## src/design/ffa_pkg.sv

```systemverilog
// Shared types and constants for the first-fit free-list allocator.
// No dependencies; used by ffa_ctrl, ffa_dpath and the top level.
`timescale 1ns / 1ps

package ffa_pkg;

    localparam int BYTES_W   = 18;  // request byte count
    localparam int UNIT_W    = 14;  // payload unit index on the ports
    localparam int NUM_W     = 19;  // rounded byte count fed to the divider
    localparam int NEED_W    = 20;  // unit count of a request, header included

    typedef struct packed {
        logic               opcode;
        logic [BYTES_W-1:0] request_bytes;
        logic [UNIT_W-1:0]  block_unit;
    } req_t;

    typedef struct packed {
        logic [UNIT_W-1:0] payload_unit;
        logic              status;
    } rsp_t;

    localparam logic OP_ALLOC = 1'b0;
    localparam logic OP_FREE  = 1'b1;

    localparam logic ST_OK  = 1'b0;
    localparam logic ST_OOM = 1'b1;

    typedef logic [4:0] cmd_t;

    localparam cmd_t CMD_NOP      = 5'd0;
    localparam cmd_t CMD_LOAD     = 5'd1;
    localparam cmd_t CMD_START    = 5'd2;
    localparam cmd_t CMD_DIV      = 5'd3;
    localparam cmd_t CMD_AR0      = 5'd4;
    localparam cmd_t CMD_AR1      = 5'd5;
    localparam cmd_t CMD_A_UNLINK = 5'd6;
    localparam cmd_t CMD_A_SPLIT1 = 5'd7;
    localparam cmd_t CMD_A_SPLIT2 = 5'd8;
    localparam cmd_t CMD_A_FAIL   = 5'd9;
    localparam cmd_t CMD_A_GROW   = 5'd10;
    localparam cmd_t CMD_A_ADV    = 5'd11;
    localparam cmd_t CMD_F_R0     = 5'd12;
    localparam cmd_t CMD_F_FOUND  = 5'd13;
    localparam cmd_t CMD_F_ADV    = 5'd14;
    localparam cmd_t CMD_F_DONE   = 5'd15;
    localparam cmd_t CMD_F_RN     = 5'd16;
    localparam cmd_t CMD_F_WB     = 5'd17;
    localparam cmd_t CMD_F_WC     = 5'd18;
    localparam cmd_t CMD_G_RET    = 5'd19;
    localparam cmd_t CMD_FIN      = 5'd20;

    typedef struct packed {
        logic is_free;
        logic bad_free;
        logic fit;
        logic exact;
        logic at_rover;
        logic grow_bad;
        logic alloc_lim;
        logic found;
        logic free_lim;
        logic in_grow;
    } stat_t;

endpackage

```

## src/design/ffa_ctrl.sv

```systemverilog
// Sequencer for the allocator: walks allocate and free operations step by step.
// Depends on ffa_pkg; drives ffa_dpath through command codes.
`timescale 1ns / 1ps

module ffa_ctrl
(
    input  logic           clk,
    input  logic           rst_n,
    input  logic           req_valid,
    output logic           req_ready,
    output logic           rsp_valid,
    input  logic           rsp_ready,
    input  ffa_pkg::stat_t stat,
    output ffa_pkg::cmd_t  cmd
);

    localparam logic [3:0] S_IDLE   = 4'd0;
    localparam logic [3:0] S_START  = 4'd1;
    localparam logic [3:0] S_DIV    = 4'd2;
    localparam logic [3:0] S_AR0    = 4'd3;
    localparam logic [3:0] S_AR1    = 4'd4;
    localparam logic [3:0] S_ACHK   = 4'd5;
    localparam logic [3:0] S_SPLIT2 = 4'd6;
    localparam logic [3:0] S_FR0    = 4'd7;
    localparam logic [3:0] S_FLOOP  = 4'd8;
    localparam logic [3:0] S_FRN    = 4'd9;
    localparam logic [3:0] S_FRNX   = 4'd10;
    localparam logic [3:0] S_FWC    = 4'd11;
    localparam logic [3:0] S_GRET   = 4'd12;
    localparam logic [3:0] S_FIN    = 4'd13;

    logic [3:0] state_reg;
    logic [3:0] state_next;
    logic       rsp_valid_reg;
    logic       rsp_valid_next;

    always_comb
    begin
        state_next = state_reg;
        cmd        = ffa_pkg::CMD_NOP;
        unique case (state_reg)
            S_IDLE:
            begin
                if (req_valid)
                begin
                    cmd        = ffa_pkg::CMD_LOAD;
                    state_next = S_START;
                end
            end
            S_START:
            begin
                cmd = ffa_pkg::CMD_START;
                if (!stat.is_free)
                    state_next = S_DIV;
                else if (stat.bad_free)
                    state_next = S_FIN;
                else
                    state_next = S_FR0;
            end
            S_DIV:
            begin
                cmd        = ffa_pkg::CMD_DIV;
                state_next = S_AR0;
            end
            S_AR0:
            begin
                cmd        = ffa_pkg::CMD_AR0;
                state_next = S_AR1;
            end
            S_AR1:
            begin
                cmd        = ffa_pkg::CMD_AR1;
                state_next = S_ACHK;
            end
            S_ACHK:
            begin
                priority if (stat.fit && stat.exact)
                begin
                    cmd        = ffa_pkg::CMD_A_UNLINK;
                    state_next = S_FIN;
                end
                else if (stat.fit)
                begin
                    cmd        = ffa_pkg::CMD_A_SPLIT1;
                    state_next = S_SPLIT2;
                end
                else if (stat.at_rover && stat.grow_bad)
                begin
                    cmd        = ffa_pkg::CMD_A_FAIL;
                    state_next = S_FIN;
                end
                else if (stat.at_rover)
                begin
                    cmd        = ffa_pkg::CMD_A_GROW;
                    state_next = S_FR0;
                end
                else if (stat.alloc_lim)
                begin
                    cmd        = ffa_pkg::CMD_A_FAIL;
                    state_next = S_FIN;
                end
                else
                begin
                    cmd = ffa_pkg::CMD_A_ADV;
                end
            end
            S_SPLIT2:
            begin
                cmd        = ffa_pkg::CMD_A_SPLIT2;
                state_next = S_FIN;
            end
            S_FR0:
            begin
                cmd        = ffa_pkg::CMD_F_R0;
                state_next = S_FLOOP;
            end
            S_FLOOP:
            begin
                priority if (stat.found)
                begin
                    cmd        = ffa_pkg::CMD_F_FOUND;
                    state_next = S_FRN;
                end
                else if (stat.free_lim)
                begin
                    cmd        = stat.in_grow ? ffa_pkg::CMD_A_FAIL : ffa_pkg::CMD_F_DONE;
                    state_next = S_FIN;
                end
                else
                begin
                    cmd = ffa_pkg::CMD_F_ADV;
                end
            end
            S_FRN:
            begin
                cmd        = ffa_pkg::CMD_F_RN;
                state_next = S_FRNX;
            end
            S_FRNX:
            begin
                cmd        = ffa_pkg::CMD_F_WB;
                state_next = S_FWC;
            end
            S_FWC:
            begin
                cmd        = ffa_pkg::CMD_F_WC;
                state_next = stat.in_grow ? S_GRET : S_FIN;
            end
            S_GRET:
            begin
                if (stat.alloc_lim)
                begin
                    cmd        = ffa_pkg::CMD_A_FAIL;
                    state_next = S_FIN;
                end
                else
                begin
                    cmd        = ffa_pkg::CMD_G_RET;
                    state_next = S_AR0;
                end
            end
            S_FIN:
            begin
                // hold until the output register is free
                if (!(rsp_valid_reg && !rsp_ready))
                begin
                    cmd        = ffa_pkg::CMD_FIN;
                    state_next = S_IDLE;
                end
            end
            default:
            begin
                state_next = S_IDLE;
            end
        endcase
    end

    assign rsp_valid_next = (cmd == ffa_pkg::CMD_FIN) || (rsp_valid_reg && !rsp_ready);
    assign rsp_valid      = rsp_valid_reg;
    assign req_ready      = (state_reg == S_IDLE);

    always_ff @(posedge clk or negedge rst_n)
    begin
        if (!rst_n)
        begin
            state_reg     <= S_IDLE;
            rsp_valid_reg <= 1'b0;
        end
        else
        begin
            state_reg     <= state_next;
            rsp_valid_reg <= rsp_valid_next;
        end
    end

endmodule

```

## config.mk

```make
export PLATFORM = sky130hd
export DESIGN_NAME = ffa_ctrl
export DESIGN_NICKNAME = d
export VERILOG_FILES = /design/src/design/ffa_pkg.sv /design/src/design/ffa_ctrl.sv
export SDC_FILE = /design/constraint.sdc
export NUM_CORES = 1
export LEC_CHECK = 0
export BUFFER_PORTS_ARGS = -buffer_cell sky130_fd_sc_hd__buf_2
export CORE_MARGIN = 8
export CORE_UTILIZATION = 49
export DETAILED_ROUTE_END_ITERATION = 7
export PLACE_DENSITY = 0.77
export SYNTH_ARGS = -nofsm -noshare
export SYNTH_HDL_FRONTEND = slang
export SYNTH_SLANG_ARGS = --single-unit
```

## constraint.sdc

```tcl
create_clock -name clk -period 2.05 [get_ports clk]
set_input_delay 0.3075 -clock clk [delete_from_list [all_inputs] [get_ports clk]]
set_output_delay 0.3075 -clock clk [all_outputs]
set_load 0.02 [all_outputs]
```

Yosys cells after proc, flatten, opt, wreduce, memory -nomap -nowiden
Index checks and enable logic that the tools add are counted.
{"block": "word_totals", "output_inout_bits": 7, "word_cells": 53, "in_bits": 14, "reg_bits": 5}
{"block": "op_classes", "n_eq_ne": 18, "n_reduce_logical": 7, "mux": 26}
{"op": "$pmux W5 S14", "count": 1}
{"op": "$mux W4", "count": 14}
{"op": "$pmux W4 S14", "count": 1}
{"op": "$eq A4 B4 Y1 const B", "count": 6}
{"op": "$eq A4 B3 Y1 const B", "count": 4}
{"op": "$mux W5", "count": 2}
{"op": "$mux W3", "count": 3}
{"op": "$eq A4 B2 Y1 const B", "count": 2}
{"op": "$mux W2", "count": 3}
{"op": "$ne A6 B6 Y1 const B", "count": 1}
{"op": "$eq A5 B5 Y1 const B", "count": 1}
{"op": "$eq A4 B1 Y1 const B", "count": 1}
{"op": "$logic_not A4 Y1", "count": 1}
{"op": "$ne A2 B2 Y1 const B", "count": 2}
{"op": "$reduce_and A4 Y1", "count": 1}
{"op": "$logic_and A1 B1 Y1", "count": 3}
{"op": "$ne A3 B3 Y1 const B", "count": 1}
{"op": "$mux W1", "count": 2}
{"op": "$logic_not A1 Y1", "count": 1}
{"op": "$logic_or A1 B1 Y1", "count": 1}

Depth between registers and ports, before layout
Gate-level depths: netlist (run 1).
{"block": "logic_depth", "word_depth": 8, "mapped_depth": 6, "mapped_depth_nobuf": 4}

Worst setup path after synthesis (run 1)
Ideal clock, no wire load.
{"block": "synth_path", "kind": "reg-to-reg", "from": "reg state_reg[0]", "to": "reg state_reg[0]", "path_buffers": 1, "setup_time_ns": 0.125, "setup_slack_ns": 0.326, "arrival_ns": 1.599, "stages_incl_launch_ff": 6, "period_less_slack_ns": 1.724, "path_cell_list": "dfrtp_1 buf_6 or4_4 o32ai_2 or2_4 mux2_4"}
{"block": "synth_between", "elab_chain_len": 3}
{"item": "start, declared", "line": "ffa_ctrl.sv:32", "text": "logic [3:0] state_reg;"}
{"item": "start signal, assigned", "line": "ffa_ctrl.sv:191", "text": "state_reg <= state_next;"}
{"item": "$eq A4 B3 Y1, or another cell as far along", "line": "ffa_ctrl.sv:41", "text": "unique case (state_reg)"}
{"item": "$ne A6 B6 Y1 (no line), or another cell as far along"}
{"item": "$reduce_and A4 Y1 (no line)"}
Several ways; a longest one is shown, not always the timed one.
A chain may end at the register's enable or synchronous reset.

Worst setup path in the final report (run 1)
{"block": "layout_path", "from": "reg state_reg[1]", "to": "out cmd[1]"}
{"block": "layout_between", "elab_chain_len": 2}
{"item": "$eq A4 B4 Y1, or another cell as far along", "line": "ffa_ctrl.sv:41"}
{"item": "$pmux W5 S14 *", "line": "ffa_ctrl.sv:41"}
{"item": "end, declared", "line": "ffa_ctrl.sv:14", "text": "output ffa_pkg::cmd_t cmd"}
Every way passes the cells marked *; elsewhere a longest branch is shown, timed or not.

==> flow_summary.toml, run 1 <==
[sta]
hold_violations = 0
finalClockSkew_ps = 5.071
max_freq_mhz = 512.1
period_needed_ps = 1953
slew_viol_final = 0
max_slew.worst_pin.slew_ps = 385.9
setup_tns_ps = 0
fin_crit_sh_pct = 95.25
setup_viol = 0
rsz0062_at_grt = "false"
relSlewSlack_pct = 74.21

[drt]
drc = 0
post_drt_wl_per_cell_um = 16.67
drt_iter0_drc = 46
ant_nets = 0
vias_per_cell = 6.468
dr_total_vias = 815
drtPass1Iterations = 4
wirelength_mm = 2.101

[finish]
largest_reg_flops = 4
multi_input_area_um2 = 488.0
nets = 126
design_area_um2 = 824.5
fill_cells = 112
area_growth_pct = 23.41
regArea_um2 = 128.9
drive_above_1_share_pct = 35.14
diodes = 0

[die]
pin_count = 21
fp.dieW_um = 52.93
start_util_pct = 52.00
die-area_mm2 = 0.002801
die_y_um = 52.93
std_cell_rows = 13
coreArea_mm2 = 0.001285

[global_routing]
antenna_found_initial = 0
grt_max_degree = 18
grt_pass1_vias = 737
grt_pass1_wl_mm = 3.263
globalRouteOverflowTotal = 0
grtUsageTotal_pct = 14.89

[clocking]
htreeDepth = 1
postCtsSetupBuffers = 0
cts-root-buf = "clkbuf_4"
clk-insertion-delay-late_ps = 240
cts_sinks = 5
cts-buffers-inserted = 3
clockBufferDepth = 2
clkSlewWorstSetupHoldPaths_ps = 50
cts_tree = "built"

[logic_synthesis]
ys_warn_count = 0
synth_cell_type_count = 39
netlist_instances = 89
synth-seq-area-share_pct = 18.73
synth.area.top_cells = "dfrtp_1 19%, nor2b_1 5.6%, a21oi_1 5.2%"
synth.largest_area_cell = "dfrtp_1"
synthesis.area_um2 = 668.1
ys_ff_latch = 5
async_flop_share_pct = 100.0
synth_edf_count = 0
ys.flop_type = "dfrtp_1"
post-synth-top-count-cell = "a21oi_1"
syn-num-nets = 103
synth_common_cells = "7 x a21oi_1, 6 x inv_1, 6 x nor2_1, 6 x nor2b_1"
netlist.area_leader.share_pct = 18.73
syn_avg_cell_area_um2 = 7.507

[power_and_ir_drop]
p_per_area_mw_per_mm2 = 1661
pwr-share-comb_pct = 69.9
vdd_ir_drop_max_mv = 0.9157
leakagePower_nw = 0.3671
switchingPower_mw = 0.7149
seqPwrFrac_pct = 21.5
switching_share_pct = 52.21
clockPowerShare_pct = 8.6
p_int_mw = 0.6545

[setup_path]
rr_worst_depth = 4
arrival_ps = 1650
crit_required_ps = 1740
start_kind = "flop"
crit_path_max_fanout = 13
critPathCaptureType = "output port"
crit_type = "reg -> out"

[placement]
placed_cell_area_um2 = 775.7
place_congestion = 0.8922
port_buffers = 20
place_hpwl_mm = 1.605

[outcome]
status = "finished, final reports clean"

[job]
max_cap_viol_count = 0

[min_path]
hold_class = "in -> async"
-- through the flow --
step	instances	util [%]	hold slack, ps	power (mW)	setup slack, ps
2_1_floorplan	89	-	11.91	0.9658	326.3
3_3_place_gp	121	60.37	123.4	1.195	196.7
3_5_place_dp	121	60.37	127.0	1.208	138.6
4_1_cts	126	63.49	405.0	1.341	4.987
5_1_grt	126	64.17	408.4	1.464	8.758
6_report	126	64.17	403.0	1.369	97.40
-- cells by family (layout without fill, tap and decap cells) --
kind of cell           after synthesis  in the layout  synth area share (%)
AO/OA/AOI/OAI                       36             36                 39.14
AND/OR/NAND/NOR                     33             33                 28.65
multiplexers                         2              2                 3.932
buffers and inverters               13             35                 9.550
flip-flops                           5              5                 18.73
-- layout make-up --
| cell class | instances | share of cell area (%) |
|---|---|---|
| tap | 15 | 2.276 |
| timing repair buffer | 25 | 17.00 |
| sequential | 5 | 15.63 |
| multi-input combinational | 71 | 59.18 |
| clock buffer | 4 | 3.187 |
| inverter | 6 | 2.731 |
-- repair_timing --
action | 4_1_cts | 5_1_grt
hold endpoints to repair | 5 | 0
endpoints found under the setup margin | 2 | 5
gates resized for setup | 2 | 5
hold buffers | 1 | 0
-- worst max-delay path: stages, from the launching register on --
cell and delay, ps:
dfrtp_2 460, buf_4 200, nor2_1 280, a22oi_1 140, a21oi_1 150, buf_2 180
-- power groups by stage --
stage	sequential (mW)	clock, mW	combinational [mW]
after floorplan	0.188	0	0.778
after global placement	0.271	0	0.924
after detailed placement	0.276	0	0.932
after CTS	0.280	0.118	0.943
after global routing	0.305	0.131	1.03
final	0.295	0.117	0.957
-- metal layers --
metal  routed length [um]  global-route usage [%]  vias to the layer above
li1                     -                       -                      387
met1                  899                   18.43                      365
met2                 1036                   24.61                       55
met3                  143                   3.081                        8
met4                   22                   5.172                        0
met5                    0                       0                        -
-- placed cells by master (no fill, tap or decap), types with 4 or more instances in the layout --
| cell type | n |
|---|---|
| nand2_1 | 5 |
| nand2b_1 | 5 |
| buf_2 | 20 |
| a21oi_1 | 7 |
| nor2b_1 | 5 |
| nor2_1 | 6 |
| o21ai_0 | 5 |
| buf_4 | 4 |
| inv_1 | 5 |
-- worst paths after layout --
| check | endpoint | slack (ps) | start |
|---|---|---|---|
| setup / recovery | cmd[1] | 100 | state_reg[1] |
| hold / removal | state_reg[1] | 400 | rst_n |
| setup reg to reg | state_reg[0] | 220 | state_reg[0] |
| hold reg to reg | state_reg[1] | 700 | state_reg[0] |
| max in group asynchronous | state_reg[3] | 1500 | rst_n |
| min in group clk | state_reg[2] | 470 | stat[2] |
(Power assumes the default switching activity.)
==> run 2: changes to the inputs <==
- clock period: 2.05 -> 1.8 ns (I/O delays scaled with it)
==> flow_summary.toml, run 2 (same netlist as run 1, synthesis figures left out) <==
[outcome]
status = "finished with violations"
violations = "setup timing"

[setup_path]
crit_type = "reg -> out"
critPathCaptureType = "output port"
path_cells = "buf_12 -> a211oi_2 -> o21ai_1 -> o311a_1 -> a21oi_1 -> buf_4"
cpMaxStageDelayCell = "dfrtp_2"
rr_worst_depth = 5
crit_required_ps = 1530
critPathMaxStageDelay_ps = 460
crit_path_max_fanout = 7
arrival_ps = 1550
start_kind = "flop"

[clocking]
htreeDepth = 1
clockBufferDepth = 2
cts_sinks = 5
cts-buffers-inserted = 3
cts_tree = "built"
clkSlewWorstSetupHoldPaths_ps = 50
clk-insertion-delay-late_ps = 250
cts-root-buf = "clkbuf_4"

[die]
start_util_pct = 52.00
die-area_mm2 = 0.002801
coreArea_mm2 = 0.001285
std_cell_rows = 13
fp.dieW_um = 52.93
pin_count = 21
die_y_um = 52.93

[drt]
vias_per_cell = 6.801
drt_iter0_drc = 78
post_drt_wl_per_cell_um = 21.83
drc = 0
drtPass1Iterations = 5
wirelength_mm = 3.078
dr_total_vias = 959
ant_nets = 0

[sta]
rsz0062_at_grt = "true"
finalClockSkew_ps = 5.788
relSlewSlack_pct = 77.40
setup_viol = 1
max_slew.worst_pin.slew_ps = 339.0
max_freq_mhz = 549.3
slew_viol_final = 0
hold_violations = 0
setup_ws_ps = -20.49
period_needed_ps = 1820
fin_crit_sh_pct = 101.1

[placement]
port_buffers = 20
place_hpwl_mm = 1.732
place_congestion = 0.9340
place_inst = 126

[finish]
fill_cells = 72
layout_common_cells = "16 x buf_4, 15 x buf_2, 7 x a21oi_1"
multi_input_area_um2 = 594.3
regArea_um2 = 127.6
largest_reg_flops = 4
drive_above_1_share_pct = 55.56
final_cell_count_no_fill = 141
nets = 141
area_growth_pct = 65.73
diodes = 0
layout_commonest_cell = "buf_4"

[min_path]
hold_class = "in -> async"

[job]
max_cap_viol_count = 0

[power_and_ir_drop]
p_per_area_mw_per_mm2 = 2087
p_int_mw = 1.193
pwr-share-comb_pct = 82.8
seqPwrFrac_pct = 11.1
report.power.total_mw = 2.311
clockPowerShare_pct = 6.1
switchingPower_mw = 1.118
vdd_ir_drop_max_mv = 1.323
switching_share_pct = 48.38
leakagePower_nw = 0.4927

[global_routing]
antenna_found_initial = 0
grt_max_degree = 14
grt_pass1_wl_mm = 3.670
grtUsageTotal_pct = 17.26
grt_pass1_vias = 850
globalRouteOverflowTotal = 0
==> run 2: cell count changes in the layout (fill, tap and decap cells not counted), moves of 3 or more <==
| cell | change |
|---|---|
| buf_2 | -5 |
| buf_4 | +12 |
| buf_6 | +6 |
| nor2b_1 | -5 |
| nor2b_4 | +3 |
==> run 2: area by class of cell <==
type / count / area share (%)
multi-input cells: 71 / 53.67
clock buffers: 4 / 2.373
inverters: 6 / 2.034
flip-flops and latches: 5 / 11.53
repair buffers: 40 / 28.70
well taps: 15 / 1.695
==> run 2: final timing paths <==
kind                                end  slack [ps]    startpoint
max                              cmd[1]         -20  state_reg[2]
min                        state_reg[1]         360         rst_n
max reg2reg                state_reg[0]          10  state_reg[3]
min reg2reg                   rsp_valid         730     rsp_valid
max in group asynchronous  state_reg[3]        1290         rst_n
min in group clk           state_reg[1]         480       stat[8]
==> run 2: routing by layer <==
layer	part of all wire [%]	vias to the layer above	track usage, %
met1	39	434	20.51
met4	2.8	0	6.466
met3	8.4	13	4.482
met2	50	93	28.71
met5	0	-	0
li1	-	419	-
==> run 2: timing repair <==
item | CTS | global route
hold buffers | 1 | 0
hold endpoints to repair | 5 | 0
pin swaps | 1 | 7
gates cloned | 0 | 2
buffers inserted | 6 | 2
endpoints found under the setup margin | 4 | 5
resized for setup | 11 | 31
==> run 2: metrics by stage <==
step | area (um^2) | utilization [%] | worst slack, ps | hold slack (ps) | setup TNS [ps]
2_1_floorplan | 668.1 | - | 76.26 | -25.59 | 0
3_3_place_gp | 825.8 | 64.26 | 123.7 | 88.27 | 0
3_5_place_dp | 825.8 | 64.26 | 102.2 | 87.87 | 0
4_1_cts | 939.7 | 73.13 | -5.105 | 355.5 | -6.753
5_1_grt | 1107 | 86.17 | -86.60 | 368.3 | -308.3
6_report | 1107 | 86.17 | -20.49 | 356.6 | -20.49
==> run 2: power by group through the flow <==
stage / combinational, mW / sequential [mW] / clock, mW
finish: 1.91 / 0.256 / 0.141
global route: 2.01 / 0.258 / 0.159
CTS: 1.45 / 0.226 / 0.140
detailed placement: 1.28 / 0.224 / 0
global placement: 1.27 / 0.220 / 0
floorplan: 0.886 / 0.214 / 0
==> run 2: worst max-delay path, delay by kind of cell, from the launching register on <==
family,cells,cell delay (ps)
DFF,1,460
AOI/OAI and AO/OA,4,520
buffers and inverters,2,320
==> run 3: changes to the inputs <==
- SKIP_LAST_GASP: default -> 1
- TNS_END_PERCENT: default -> 30
==> flow_summary.toml, run 3 (same netlist as run 1, synthesis figures left out) <==
[sta]
slew_viol_final = 0
setup_viol = 1
hold_violations = 0
fin_crit_sh_pct = 100.3
max_freq_mhz = 554.1
relSlewSlack_pct = 78.51
whs_ps = 362.4
finalClockSkew_ps = 0.9666
period_needed_ps = 1805
setup_ws_ps = -4.866
max_slew.worst_pin.slew_ps = 321.7
setup_tns_ps = -4.866
rsz0062_at_grt = "true"

[power_and_ir_drop]
leakagePower_nw = 0.4538
vdd_ir_drop_max_mv = 1.215
report.power.total_mw = 2.014
p_per_area_mw_per_mm2 = 2010

[die]
die_y_um = 52.93
pin_count = 21
die-area_mm2 = 0.002801
fp.dieW_um = 52.93
start_util_pct = 52.00
coreArea_mm2 = 0.001285
std_cell_rows = 13

[finish]
nets = 139
final_cell_count_no_fill = 139
area_growth_pct = 50.00
largest_reg_flops = 4
fin_util_pct = 77.99
layout_common_cells = "18 x buf_2, 14 x buf_4, 7 x a21oi_1"
layout_commonest_cell = "buf_2"
diodes = 0
drive_above_1_share_pct = 50.00
design_area_mm2 = 0.001002

[global_routing]
grt_max_degree = 16
globalRouteOverflowTotal = 0
antenna_found_initial = 0
grt_pass1_vias = 810
grt_pass1_wl_mm = 3.539
grtUsageTotal_pct = 16.75

[outcome]
status = "finished with violations"
violations = "setup timing"

[drt]
dr_total_vias = 898
drt_iter0_drc = 35
post_drt_wl_per_cell_um = 18.01
drc = 0
wirelength_mm = 2.504
vias_per_cell = 6.460
ant_nets = 0
drtPass1Iterations = 4

[setup_path]
crit_start = "state_reg[1]"
critPathCaptureType = "output port"
crit_path_max_fanout = 6
crit_type = "reg -> out"
timing.rr.start = "state_reg[3]"
arrival_ps = 1530
start_kind = "flop"
crit_required_ps = 1530

[clocking]
clk-insertion-delay-late_ps = 250
cts_sinks = 5
clkSlewWorstSetupHoldPaths_ps = 40
cts-root-buf = "clkbuf_4"
clockBufferDepth = 2
cts_tree = "built"
cts-buffers-inserted = 3
htreeDepth = 1

[job]
max_cap_viol_count = 0

[min_path]
hold_class = "in -> async"

[placement]
port_buffers = 20
place_hpwl_mm = 1.732
placed_cell_area_um2 = 825.8
place_congestion = 0.9340
place_ws_ps = 102.2
place_inst = 126
## run 3: final cells by class
class | instances | area, um^2
clock buffer | 4 | 26.28
fill | 90 | 282.8
inverter | 6 | 22.52
multi-input combinational | 71 | 536.8
sequential | 5 | 127.6
tap | 15 | 18.77
timing repair buffer | 38 | 270.3
## run 3: path summary, 6_finish.rpt
check / end / slack (ps) / cells past startpoint
min in group clk: state_reg[1] / 470 / 4
max reg2reg: state_reg[0] / 30 / 5
max: cmd[1] / -5 / 5
max in group asynchronous: state_reg[2] / 1290 / 2
min reg2reg: rsp_valid / 710 / 2
min: rsp_valid / 360 / 2
## run 3: critical path: stages, from the launching register on
cell and delay (ps):
dfrtp_1 420, buf_6 160, inv_1 90, o311a_1 350
a21oi_1 120, buf_4 160
## run 3: timing repair
action / in CTS / in global routing
gates resized for setup: 7 / 20
pin swaps: 1 / 2
hold endpoints to repair: 5 / 0
endpoints found under the setup margin: 4 / 6
hold buffers: 1 / 0
setup buffers: 3 / 4
cloned: 0 / 1
## run 3: power by group
group	leakage (nW)	switching [mW]	internal [mW]
Clock	0.0150	0.0518	0.0842
Combinational	0.379	0.852	0.785
Sequential	0.0598	0.0677	0.174
Total	0.454	0.971	1.04
## run 3: per-layer routing
layer	share of wire (%)	up-vias	track usage [%]	routed length [um]
met5	0	-	0	0
met3	6.5	4	4.762	163
li1	-	410	-	-
met1	42	427	20.35	1056
met2	50	57	26.76	1259
met4	1.0	0	6.897	25
